File: config.mk
export PLATFORM = sky130hd
export DESIGN_NAME = block_cache_use_count_replacement
export DESIGN_NICKNAME = d
export VERILOG_FILES = /design/src/design/bcucr_pkg.sv /design/src/design/block_cache_use_count_replacement.sv /design/src/design/bcucr_ctrl.sv /design/src/design/bcucr_dp.sv
export SDC_FILE = /design/constraint.sdc
export NUM_CORES = 1
export LEC_CHECK = 0
export BUFFER_PORTS_ARGS = -buffer_cell sky130_fd_sc_hd__clkbuf_2
export CAP_MARGIN = 10
export CORE_MARGIN = 3
export CORE_UTILIZATION = 61
export CTS_CLUSTER_DIAMETER = 30
export DETAILED_ROUTE_END_ITERATION = 16
export GPL_TIMING_DRIVEN = 0
export PLACE_DENSITY_LB_ADDON = 0.2
export SYNTH_ARGS = -nofsm -noshare
export SYNTH_HDL_FRONTEND = slang
export SYNTH_SLANG_ARGS = --single-unit
File: constraint.sdc
create_clock -name clk_i -period 4.6 [get_ports clk_i]
set_input_delay 0.23 -clock clk_i [delete_from_list [all_inputs] [get_ports clk_i]]
set_output_delay 0.23 -clock clk_i [all_outputs]
set_load 0.03 [all_outputs]
File: src/design/bcucr_pkg.sv
// Package with shared constants, command and status types and controller states.
`timescale 1ns / 1ps
`default_nettype none

package bcucr_pkg;

  localparam int CACHED_SLOTS_DEF = 3;
  localparam int NUM_STREAMS_DEF  = 4;
  localparam int COUNT_BITS_DEF   = 16;

  localparam int BLOCK_W  = 32;
  localparam int STREAM_W = 2;
  localparam int SLOT_W   = 2;
  localparam int CFG_IDX_W = 2;
  localparam int CFG_REGS = 4;

  typedef enum logic [1:0] {
    ST_IDLE,
    ST_LOOKUP,
    ST_SCAN,
    ST_REPLACE
  } state_e;

  typedef struct packed {
    logic capture;
    logic lookup;
    logic scan_init;
    logic scan_step;
    logic replace;
  } cmd_t;

  typedef struct packed {
    logic bypass;
    logic hit;
    logic scan_last;
  } sts_t;

endpackage

`default_nettype wire

File: src/design/block_cache_use_count_replacement.sv
// Top level of the use-count replacement block cache slot allocator.
`timescale 1ns / 1ps
`default_nettype none

// A request carries a block number and a stream number and is taken at a rising
// edge where start is high and busy is low. Each request yields one result:
// hit, slot and bypass path, shown for exactly one cycle with result_valid_o.
// A result is transferred at the edge that ends that cycle; the receiver cannot
// stall it, so it must always be ready.
// For a bypass request or a hit on a cached slot, the lookup cycle registers the
// result, which appears in the cycle after it, when busy has already dropped.
// A miss on the cached slots goes from lookup to the victim search, which walks
// the use counts one slot per cycle, and then on to the refill.
// The configuration port writes one stream boundary per cycle with cfg_we_i and
// must be used only while the block is idle; the block itself does not enforce this.
// Reset clears all slot valid bits and use counts, sets every boundary to all
// ones and returns the controller to idle.

module block_cache_use_count_replacement
  import bcucr_pkg::*;
#(
  parameter int CachedSlots = CACHED_SLOTS_DEF,
  parameter int NumStreams  = NUM_STREAMS_DEF,
  parameter int CountBits   = COUNT_BITS_DEF
) (
  input  wire                  clk_i,
  input  wire                  rst_ni,
  input  wire                  start,
  output logic                 busy,
  input  wire  [BLOCK_W-1:0]   block_number_i,
  input  wire  [STREAM_W-1:0]  stream_number_i,
  input  wire                  cfg_we_i,
  input  wire  [CFG_IDX_W-1:0] cfg_idx_i,
  input  wire  [BLOCK_W-1:0]   cfg_data_i,
  output logic                 result_valid_o,
  output logic                 hit_o,
  output logic [SLOT_W-1:0]    slot_o,
  output logic                 bypass_path_o
);

  cmd_t cmd;
  sts_t sts;

  bcucr_ctrl #(
    .CachedSlots(CachedSlots)
  ) u_ctrl (
    .clk_i  (clk_i),
    .rst_ni (rst_ni),
    .start_i(start),
    .sts_i  (sts),
    .cmd_o  (cmd),
    .busy_o (busy)
  );

  bcucr_dp #(
    .CachedSlots(CachedSlots),
    .NumStreams (NumStreams),
    .CountBits  (CountBits)
  ) u_dp (
    .clk_i          (clk_i),
    .rst_ni         (rst_ni),
    .cfg_we_i       (cfg_we_i),
    .cfg_idx_i      (cfg_idx_i),
    .cfg_data_i     (cfg_data_i),
    .block_number_i (block_number_i),
    .stream_number_i(stream_number_i),
    .cmd_i          (cmd),
    .sts_o          (sts),
    .result_valid_o (result_valid_o),
    .hit_o          (hit_o),
    .slot_o         (slot_o),
    .bypass_path_o  (bypass_path_o)
  );

  a_accept_busy : assert property (@(posedge clk_i) disable iff (!rst_ni)
    (start && !busy) |=> busy)
    else $error("accepted request did not raise busy");

  a_single_strobe : assert property (@(posedge clk_i) disable iff (!rst_ni)
    result_valid_o |=> !result_valid_o)
    else $error("result strobe held for more than one cycle");

  a_bypass_slot : assert property (@(posedge clk_i) disable iff (!rst_ni)
    (result_valid_o && bypass_path_o) |-> (slot_o == SLOT_W'(CachedSlots)))
    else $error("bypass result does not name the bypass slot");

  a_strobe_idle : assert property (@(posedge clk_i) disable iff (!rst_ni)
    result_valid_o |-> !busy)
    else $error("result shown while a request is still in progress");

endmodule

`default_nettype wire

File: src/design/bcucr_ctrl.sv
// Controller state machine sequencing lookup, victim scan and replacement.
`timescale 1ns / 1ps
`default_nettype none

module bcucr_ctrl
  import bcucr_pkg::*;
#(
  parameter int CachedSlots = CACHED_SLOTS_DEF
) (
  input  wire  clk_i,
  input  wire  rst_ni,
  input  wire  start_i,
  input  sts_t sts_i,
  output cmd_t cmd_o,
  output logic busy_o
);

  state_e state_q, state_d;

  always_ff @(posedge clk_i or negedge rst_ni) begin
    if (!rst_ni) begin
      state_q <= ST_IDLE;
    end else begin
      state_q <= state_d;
    end
  end

  always_comb begin
    state_d = state_q;
    cmd_o   = '0;
    busy_o  = 1'b1;
    case (state_q)
      ST_IDLE: begin
        busy_o = 1'b0;
        if (start_i) begin
          cmd_o.capture = 1'b1;
          state_d = ST_LOOKUP;
        end
      end
      ST_LOOKUP: begin
        if (sts_i.bypass || sts_i.hit) begin
          cmd_o.lookup = 1'b1;
          state_d = ST_IDLE;
        end else begin
          cmd_o.scan_init = 1'b1;
          state_d = (CachedSlots > 1) ? ST_SCAN : ST_REPLACE;
        end
      end
      ST_SCAN: begin
        cmd_o.scan_step = 1'b1;
        if (sts_i.scan_last) begin
          state_d = ST_REPLACE;
        end
      end
      ST_REPLACE: begin
        cmd_o.replace = 1'b1;
        state_d = ST_IDLE;
      end
      default: begin
        state_d = ST_IDLE;
      end
    endcase
  end

endmodule

`default_nettype wire

File: src/design/bcucr_dp.sv
// Datapath holding boundaries, slot tags, use counts and the result registers.
`timescale 1ns / 1ps
`default_nettype none

module bcucr_dp
  import bcucr_pkg::*;
#(
  parameter int CachedSlots = CACHED_SLOTS_DEF,
  parameter int NumStreams  = NUM_STREAMS_DEF,
  parameter int CountBits   = COUNT_BITS_DEF
) (
  input  wire                  clk_i,
  input  wire                  rst_ni,
  input  wire                  cfg_we_i,
  input  wire  [CFG_IDX_W-1:0] cfg_idx_i,
  input  wire  [BLOCK_W-1:0]   cfg_data_i,
  input  wire  [BLOCK_W-1:0]   block_number_i,
  input  wire  [STREAM_W-1:0]  stream_number_i,
  input  cmd_t                 cmd_i,
  output sts_t                 sts_o,
  output logic                 result_valid_o,
  output logic                 hit_o,
  output logic [SLOT_W-1:0]    slot_o,
  output logic                 bypass_path_o
);

  localparam int TotalSlots = CachedSlots + 1;
  localparam int SlotIdxW   = $clog2(CachedSlots + 1);
  localparam int CIdxW      = (CachedSlots > 1) ? $clog2(CachedSlots) : 1;

  logic [BLOCK_W-1:0]   bound_q [CFG_REGS];
  logic [BLOCK_W-1:0]   blk_q;
  logic [STREAM_W-1:0]  strm_q;
  logic [BLOCK_W-1:0]   tag_q   [TotalSlots];
  logic [STREAM_W-1:0]  stag_q  [TotalSlots];
  logic [TotalSlots-1:0] valid_q;
  logic [CountBits-1:0] count_q [CachedSlots];
  logic [CountBits-1:0] best_q;
  logic [CIdxW-1:0]     best_idx_q;
  logic [CIdxW-1:0]     ptr_q;
  logic                 valid_res_q;
  logic                 hit_q;
  logic [SLOT_W-1:0]    slot_q;
  logic                 bypass_q;

  logic [TotalSlots-1:0] match;
  logic                  bypass_c;
  logic                  hit_c;
  logic [CIdxW-1:0]      hit_idx;
  logic [CountBits-1:0]  ptr_count;
  logic [SlotIdxW-1:0]   slot_idx;

  always_comb begin
    bypass_c = ({1'b0, strm_q} >= 3'(NumStreams)) || (blk_q >= bound_q[strm_q]);
    for (int i = 0; i < TotalSlots; i++) begin
      match[i] = valid_q[i] && (tag_q[i] == blk_q) && (stag_q[i] == strm_q);
    end
    hit_c   = bypass_c ? match[CachedSlots] : (|match[CachedSlots-1:0]);
    hit_idx = '0;
    for (int i = CachedSlots - 1; i >= 0; i--) begin
      if (match[i]) begin
        hit_idx = CIdxW'(i);
      end
    end
    ptr_count = count_q[0];
    for (int i = 0; i < CachedSlots; i++) begin
      if (CIdxW'(i) == ptr_q) begin
        ptr_count = count_q[i];
      end
    end
    slot_idx = bypass_c ? SlotIdxW'(CachedSlots) : SlotIdxW'(hit_idx);
  end

  assign sts_o.bypass    = bypass_c;
  assign sts_o.hit       = hit_c;
  assign sts_o.scan_last = (ptr_q == CIdxW'(CachedSlots - 1));

  always_ff @(posedge clk_i or negedge rst_ni) begin
    if (!rst_ni) begin
      for (int i = 0; i < CFG_REGS; i++) begin
        bound_q[i] <= '1;
      end
    end else if (cfg_we_i) begin
      bound_q[cfg_idx_i] <= cfg_data_i;
    end
  end

  always_ff @(posedge clk_i) begin
    if (cmd_i.capture) begin
      blk_q  <= block_number_i;
      strm_q <= stream_number_i;
    end
  end

  always_ff @(posedge clk_i or negedge rst_ni) begin
    if (!rst_ni) begin
      valid_q <= '0;
      for (int i = 0; i < CachedSlots; i++) begin
        count_q[i] <= '0;
      end
    end else begin
      if (cmd_i.lookup && bypass_c && !hit_c) begin
        valid_q[CachedSlots] <= 1'b1;
      end
      for (int i = 0; i < CachedSlots; i++) begin
        if (cmd_i.lookup && !bypass_c && match[i] && (count_q[i] != '1)) begin
          count_q[i] <= count_q[i] + 1'b1;
        end
        if (cmd_i.replace && (CIdxW'(i) == best_idx_q)) begin
          count_q[i] <= '0;
          valid_q[i] <= 1'b1;
        end
      end
    end
  end

  always_ff @(posedge clk_i) begin
    if (cmd_i.lookup && bypass_c && !hit_c) begin
      tag_q[CachedSlots]  <= blk_q;
      stag_q[CachedSlots] <= strm_q;
    end
    for (int i = 0; i < CachedSlots; i++) begin
      if (cmd_i.replace && (CIdxW'(i) == best_idx_q)) begin
        tag_q[i]  <= blk_q;
        stag_q[i] <= strm_q;
      end
    end
  end

  always_ff @(posedge clk_i) begin
    if (cmd_i.scan_init) begin
      best_q     <= count_q[0];
      best_idx_q <= '0;
      ptr_q      <= CIdxW'(1);
    end else if (cmd_i.scan_step) begin
      if (ptr_count < best_q) begin
        best_q     <= ptr_count;
        best_idx_q <= ptr_q;
      end
      ptr_q <= ptr_q + 1'b1;
    end
  end

  always_ff @(posedge clk_i or negedge rst_ni) begin
    if (!rst_ni) begin
      valid_res_q <= 1'b0;
    end else begin
      valid_res_q <= cmd_i.lookup || cmd_i.replace;
    end
  end

  always_ff @(posedge clk_i) begin
    if (cmd_i.lookup) begin
      hit_q    <= hit_c;
      slot_q   <= SLOT_W'(slot_idx);
      bypass_q <= bypass_c;
    end else if (cmd_i.replace) begin
      hit_q    <= 1'b0;
      slot_q   <= SLOT_W'(best_idx_q);
      bypass_q <= 1'b0;
    end
  end

  assign result_valid_o = valid_res_q;
  assign hit_o          = hit_q;
  assign slot_o         = slot_q;
  assign bypass_path_o  = bypass_q;

endmodule

`default_nettype wire

==> out/metrics.csv, run 1 <==
metric,value,unit
ys flop type,edfxtp_1,
layout cells sized above 1,0.350,
top cell type's share of synthesized area,0.317,
CP required,4.92,ns
die footprint,31600,um2
Top Ports,78,
first-pass GRT wire length,71200,um
sequential area share after synthesis,0.585,
Netlist cell types,54,
Die Y-Extent,178,um
"FF+latch count, synth",377,
starting density of the core,0.624,
Setup TNS,0,ns
final antenna-violating net count,0,
Crit path max-delay family,buffers and inverters,
Crit Path Class,register to register,
status,finished clean,
worst endpoint data arrival time,4.67,ns
synth top area cells,"edfxtp_1 (32%), dfstp_2 (19%), mux2_2 (9.1%)",
DR pass1 iterations,5,
H-tree Lvls,3,
most frequent cells in the layout,"edfxtp_1 (190), mux2_2 (145), dfstp_2 (128)",
CTS Buffer Depth,3,
RePlAce Congestion,0.886,
clk_skew,0.0227,ns
fillcell total,1586,
CTS tree,yes,
CP Capture Type,register,
mapped cell area,18000,um2
antenna cells,0,
endpoints failing hold,0,
Final period util,0.947,
# port buffers,77,
Pins Over Slew Limit,0,
relative slew slack,0.427,
RSZ-0062 raised after global routing,false,
via count,12200,
initial antenna violation count,0,
power per standard cell area,584,nW/um2
final HPWL from detailed placement,28600,um
clk sinks,377,
Worst-Margin Slew,0.852,ns
Hold/Removal Path Class,input port to register,
GRT overflow,0,
Power Total,13.3,mW
Cells after Synth,1346,
Post-Syn Area per Cell,13.4,um2
"CTS clk-pin slew, worst paths",0.05,ns
total CTS buffers,83,
syn nets,1470,
Critical Path Slowest Stage Cell,mux4_2,
wire length per cell,22.2,um
num rows,62,
Nets,1705,
Fmax,230,MHz
maxcap violations,0,
Final Setup Violations,0,
minimum clock period,4.36,ns
initial DRC count,1117,
synth-to-layout area growth,26.1,%
VDD IR-drop max,395,uV
Die X,178,um
"Async S/R FF share, synth",0.485,
critical path launch point type,register,
crit-path cells,buf_6 > buf_6 > mux4_2 > ha_1 > nand2b_1 > a21oi_1 > o21ai_0 > nand3_1 > a41o_1 > buf_2 > nand2_1 > or3_1 > clkbuf_1 > buf_2 > mux2_2,
Ys Warns,0,
Via density,6.01,
setup bufs post-CTS,0,
Total GRT Usage,0.294,
Worst-Skew Late Latency,0.58,ns
largest net degree at the start of global routing,115,
Total Wirelength,45200,um
Post-synth EDFFs,190,
CP peak stage delay,0.57,ns
P_leak,8.84,nW
"commonest non-fill, non-tap cell in the layout",edfxtp_1,
Core ar.,28900,um2
biggest area consumer among synthesized cells,edfxtp_1,
clk root buf,clkbuf_16,
largest fanout on the critical path,10,
WP buf/inv,5,
vias in the first global route,12900,
drt drc,0,
area by class of cell:
cell class / count / area, um2 / share of cell area
Clock buffer: 103 / 2350 / 0.104
Timing Repair Buffer: 150 / 1190 / 0.0524
Inverter: 71 / 267 / 0.0117
Sequential cell: 377 / 10500 / 0.464
Multi-Input combinational cell: 836 / 6960 / 0.307
Tap cell: 384 / 480 / 0.0212
Clock inverter: 52 / 624 / 0.0275
Buffer: 62 / 293 / 0.0129
routing by layer:
metal	vias to the layer above	routed length, um	track usage
li1	5467	-	-
met1	6114	18800	0.394
met2	539	21900	0.483
met3	116	3000	0.0505
met4	0	1490	0.116
met5	-	0	0
power by group:
part           total, mW  switching (mW)  internal (mW)
logic               2.31            1.28           1.04
registers           4.78           0.406           4.38
clock network       6.17            1.96           4.20
total               13.3            3.64           9.62
logic make-up after synthesis:
logic type | share of synthesized area
buf+inv | 0.0297
mux | 0.143
flops | 0.585
compound gates | 0.0447
fa+ha+maj | 0.0362
xor+xnor | 0.0666
simple gates | 0.0949
path summary, 6_finish.rpt:
kind	start	end	slack, ns	cells past startpoint
max reg2reg	u_dp.strm_q[0]	u_dp.best_q[5]	0.24	15
max	u_dp.strm_q[0]	u_dp.best_q[5]	0.24	15
min	cfg_idx_i[1]	u_dp.bound_q[127]	0.16	3
max in group asynchronous	rst_ni	u_dp.bound_q[118]	3.38	3
min reg2reg	u_dp.valid_q[2]	u_dp.valid_q[2]	0.46	1
min in group asynchronous	rst_ni	u_dp.valid_q[2]	0.22	2
stage by stage:
stage               setup slack [ns]  instances  utilization  hold WS [ns]  instance area, um2
floorplan                      0.459       1346            -       -0.0656               18000
global placement              -0.932       1807        0.654         0.407               18900
detailed placement            -0.746       1812        0.658         0.279               19000
CTS                           0.0182       2035        0.786         0.138               22700
global route                  0.0322       2035        0.786         0.162               22700
finish                         0.244       2035        0.786         0.161               22700
cell usage after synthesis, types with 15 or more instances:
cell type,number
nand2_1,69
nand3_1,31
mux4_2,32
dfrtp_1,55
xnor2_1,114
ha_1,52
or3_1,24
o21ai_0,51
mux2i_1,22
clkbuf_1,34
inv_1,71
nand4_1,53
nand2b_1,15
mux2_2,145
nor2_1,30
dfstp_2,128
a21oi_1,54
edfxtp_1,190
xor2_1,21
worst register-to-register path: stages, from the launching register on:
cell	delay, ns
edfxtp_1	0.50
buf_6	0.24
buf_6	0.22
mux4_2	0.57
ha_1	0.29
nand2b_1	0.14
a21oi_1	0.16
o21ai_0	0.11
nand3_1	0.12
a41o_1	0.29
buf_2	0.27
nand2_1	0.09
or3_1	0.42
clkbuf_1	0.16
buf_2	0.22
mux2_2	0.30
flip-flops by register name, indices dropped and copies added, names as in the netlist, named ones only:
register	cells
u_dp.result_valid_o	1
u_dp.bypass_path_o	1
u_ctrl.state_q	1
u_dp.best_q	16
u_dp.tag_q	128
u_dp.stag_q	8
u_dp.best_idx_q	2
u_dp.valid_q	4
u_dp.blk_q	32
u_dp.ptr_q	2
u_dp.count_q	48
u_dp.strm_q	2
u_dp.hit_o	1
u_dp.slot_o	2
u_dp.bound_q	128
repair_timing:
action | 4_1_cts | 5_1_grt
resized for setup | 16 | 11
endpoints found under the setup margin | 112 | 78
endpoints found under the hold margin | 171 | 0
pin swaps | 0 | 0
hold buffers | 68 | 0
Power figures use the tool's default switching activity.
==> inputs of run 2 (changes only) <==
--- a/config.mk
+++ b/config.mk
@@ -7,8 +7,10 @@
 export LEC_CHECK = 0
 export BUFFER_PORTS_ARGS = -buffer_cell sky130_fd_sc_hd__clkbuf_2
 export CAP_MARGIN = 10
+export CELL_PAD_IN_SITES_DETAIL_PLACEMENT = 0
+export CELL_PAD_IN_SITES_GLOBAL_PLACEMENT = 1
 export CORE_MARGIN = 3
-export CORE_UTILIZATION = 61
+export CORE_UTILIZATION = 52
 export CTS_CLUSTER_DIAMETER = 30
 export DETAILED_ROUTE_END_ITERATION = 16
 export GPL_TIMING_DRIVEN = 0
==> out/metrics.csv, run 2 (synthesis results as in run 1) <==
metric,value,unit
status,finished clean,
largest fanout on the critical path,16,
pre-CTS WS,-0.795,ns
CP peak stage delay,0.54,ns
H-tree Lvls,3,
die footprint,36900,um2
WP buf/inv,6,
Crit Path Class,register to register,
Hold/Removal Path Class,input port to register,
Final Setup Violations,0,
wire length per cell,21.1,um
CP required,4.87,ns
clk_skew,0.0164,ns
antenna cells,0,
num rows,67,
Crit path max-delay family,buffers and inverters,
CTS Buffer Depth,3,
most frequent cells in the layout,"edfxtp_1 (190), mux2_2 (145), dfstp_2 (128)",
worst endpoint data arrival time,4.54,ns
"commonest non-fill, non-tap cell in the layout",edfxtp_1,
Core ar.,33800,um2
via count,11800,
final HPWL from detailed placement,29900,um
setup bufs post-CTS,0,
"CTS clk-pin slew, worst paths",0.05,ns
layout cells sized above 1,0.346,
post-route setup slack,0.335,ns
largest net degree at the start of global routing,111,
P_leak,8.92,nW
total CTS buffers,87,
# port buffers,77,
first-pass GRT wire length,69300,um
minimum clock period,4.26,ns
RSZ-0062 raised after global routing,false,
Worst-Skew Late Latency,0.60,ns
Pins Over Slew Limit,0,
CP Capture Type,register,
Psw,3.61,mW
Fmax,234,MHz
vias in the first global route,12100,
fillcell total,2458,
RePlAce Congestion,0.844,
Die Y-Extent,192,um
relative slew slack,0.387,
DR pass1 iterations,5,
Final period util,0.927,
Cell Int Power,9.87,mW
Top Ports,78,
starting density of the core,0.533,
endpoints failing hold,0,
final antenna-violating net count,0,
Die X,192,um
synth-to-layout area growth,27.3,%
initial antenna violation count,0,
initial DRC count,928,
GRT overflow,0,
switching part of the total power,0.268,
crit-path cells,buf_6 > clkbuf_1 > mux4_2 > inv_1 > ha_1 > a21oi_1 > o21ai_0 > nand3_1 > a41o_1 > buf_2 > nand2_1 > or3_1 > clkbuf_1 > buf_2 > nand2_4,
Total GRT Usage,0.249,
drt drc,0,
register share of total power,0.354,
Power Total,13.5,mW
CTS tree,yes,
Critical Path Slowest Stage Cell,clkbuf_1,
Nets,1709,
Top Registers,"u_dp.bound_q x128, u_dp.tag_q x128, u_dp.count_q x48",
critical path launch point type,register,
Via density,5.60,
power per standard cell area,588,nW/um2
Worst-Margin Slew,0.912,ns
VDD IR-drop max,350,uV
clk root buf,clkbuf_16,
Logic pwr share,0.168,
clk sinks,377,
Clk pwr share,0.478,
Total Wirelength,44400,um
maxcap violations,0,
run 2: cell types whose count changed in the layout (fill, tap and decap cells not counted), moves of 5 or more:
cell        change
clkinv_4        -5
clkinvlp_4      -5
clkinv_1        +5
clkbuf_1        +8
bufinv_16       +5
run 2: power by group through the flow:
stage	clock (mW)	sequential [mW]	combinational (mW)
2_1_floorplan	0	4.68	1.56
6_report	6.44	4.77	2.26
3_5_place_dp	0	4.81	2.19
5_1_grt	6.72	4.83	2.51
3_3_place_gp	0	4.80	2.11
4_1_cts	6.52	4.77	2.28
run 2: metrics by stage:
step | setup TNS [ns] | utilization | instance area [um2] | hold WS (ns) | cells
2_1_floorplan | 0 | - | 18000 | -0.0656 | 1346
3_3_place_gp | -66.66 | 0.561 | 18900 | 0.407 | 1871
3_5_place_dp | -38.25 | 0.564 | 19100 | 0.304 | 1876
4_1_cts | 0 | 0.678 | 22900 | 0.120 | 2107
5_1_grt | 0 | 0.678 | 22900 | 0.167 | 2107
6_report | 0 | 0.678 | 22900 | 0.164 | 2107
run 2: timing repair:
action | in CTS | in global routing
hold buffers | 68 | 0
gates resized for setup | 14 | 14
hold endpoints to repair | 181 | 0
setup endpoints to repair | 106 | 82
run 2: final timing paths:
| check | startpoint | slack, ns | cells past startpoint | to |
|---|---|---|---|---|
| worst max-delay path | u_dp.strm_q[1] | 0.34 | 15 | u_dp.best_q[3] |
| worst min-delay path | cfg_idx_i[1] | 0.16 | 3 | u_dp.bound_q[63] |
| worst max register to register | u_dp.strm_q[1] | 0.34 | 15 | u_dp.best_q[3] |
| worst min register to register | u_dp.valid_q[3] | 0.48 | 1 | u_dp.valid_q[3] |
| max in group asynchronous | rst_ni | 3.38 | 3 | u_dp.bound_q[97] |
| min in group asynchronous | rst_ni | 0.23 | 2 | u_dp.valid_q[3] |
run 2: area by class of cell:
cell class | instances | area, um2 | share of cell area
multi-input cells | 836 | 6960 | 0.304
clock inverters | 53 | 762 | 0.0333
repair buffers | 150 | 1180 | 0.0516
flip-flops and latches | 377 | 10500 | 0.459
clock buffers | 110 | 2350 | 0.103
plain buffers | 62 | 297 | 0.0129
inverters | 71 | 267 | 0.0116
well taps | 448 | 561 | 0.0245
run 2: worst reg2reg max path: cells and delay by family, from the launching register on:
kind / cells / cell delay (ns)
muxes: 1 / 0.43
buffers and inverters: 6 / 1.47
AOI/OAI and AO/OA: 3 / 0.53
DFF: 1 / 0.44
and+or+nand+nor: 4 / 0.82
adders and majority gates: 1 / 0.23
run 2: per-layer routing:
layer  track usage  routed length, um  share of wire
met3        0.0551               2470          0.056
met5             0                  0              0
met2         0.391              20800           0.47
met4        0.0832               1240          0.028
met1         0.345              19900           0.45
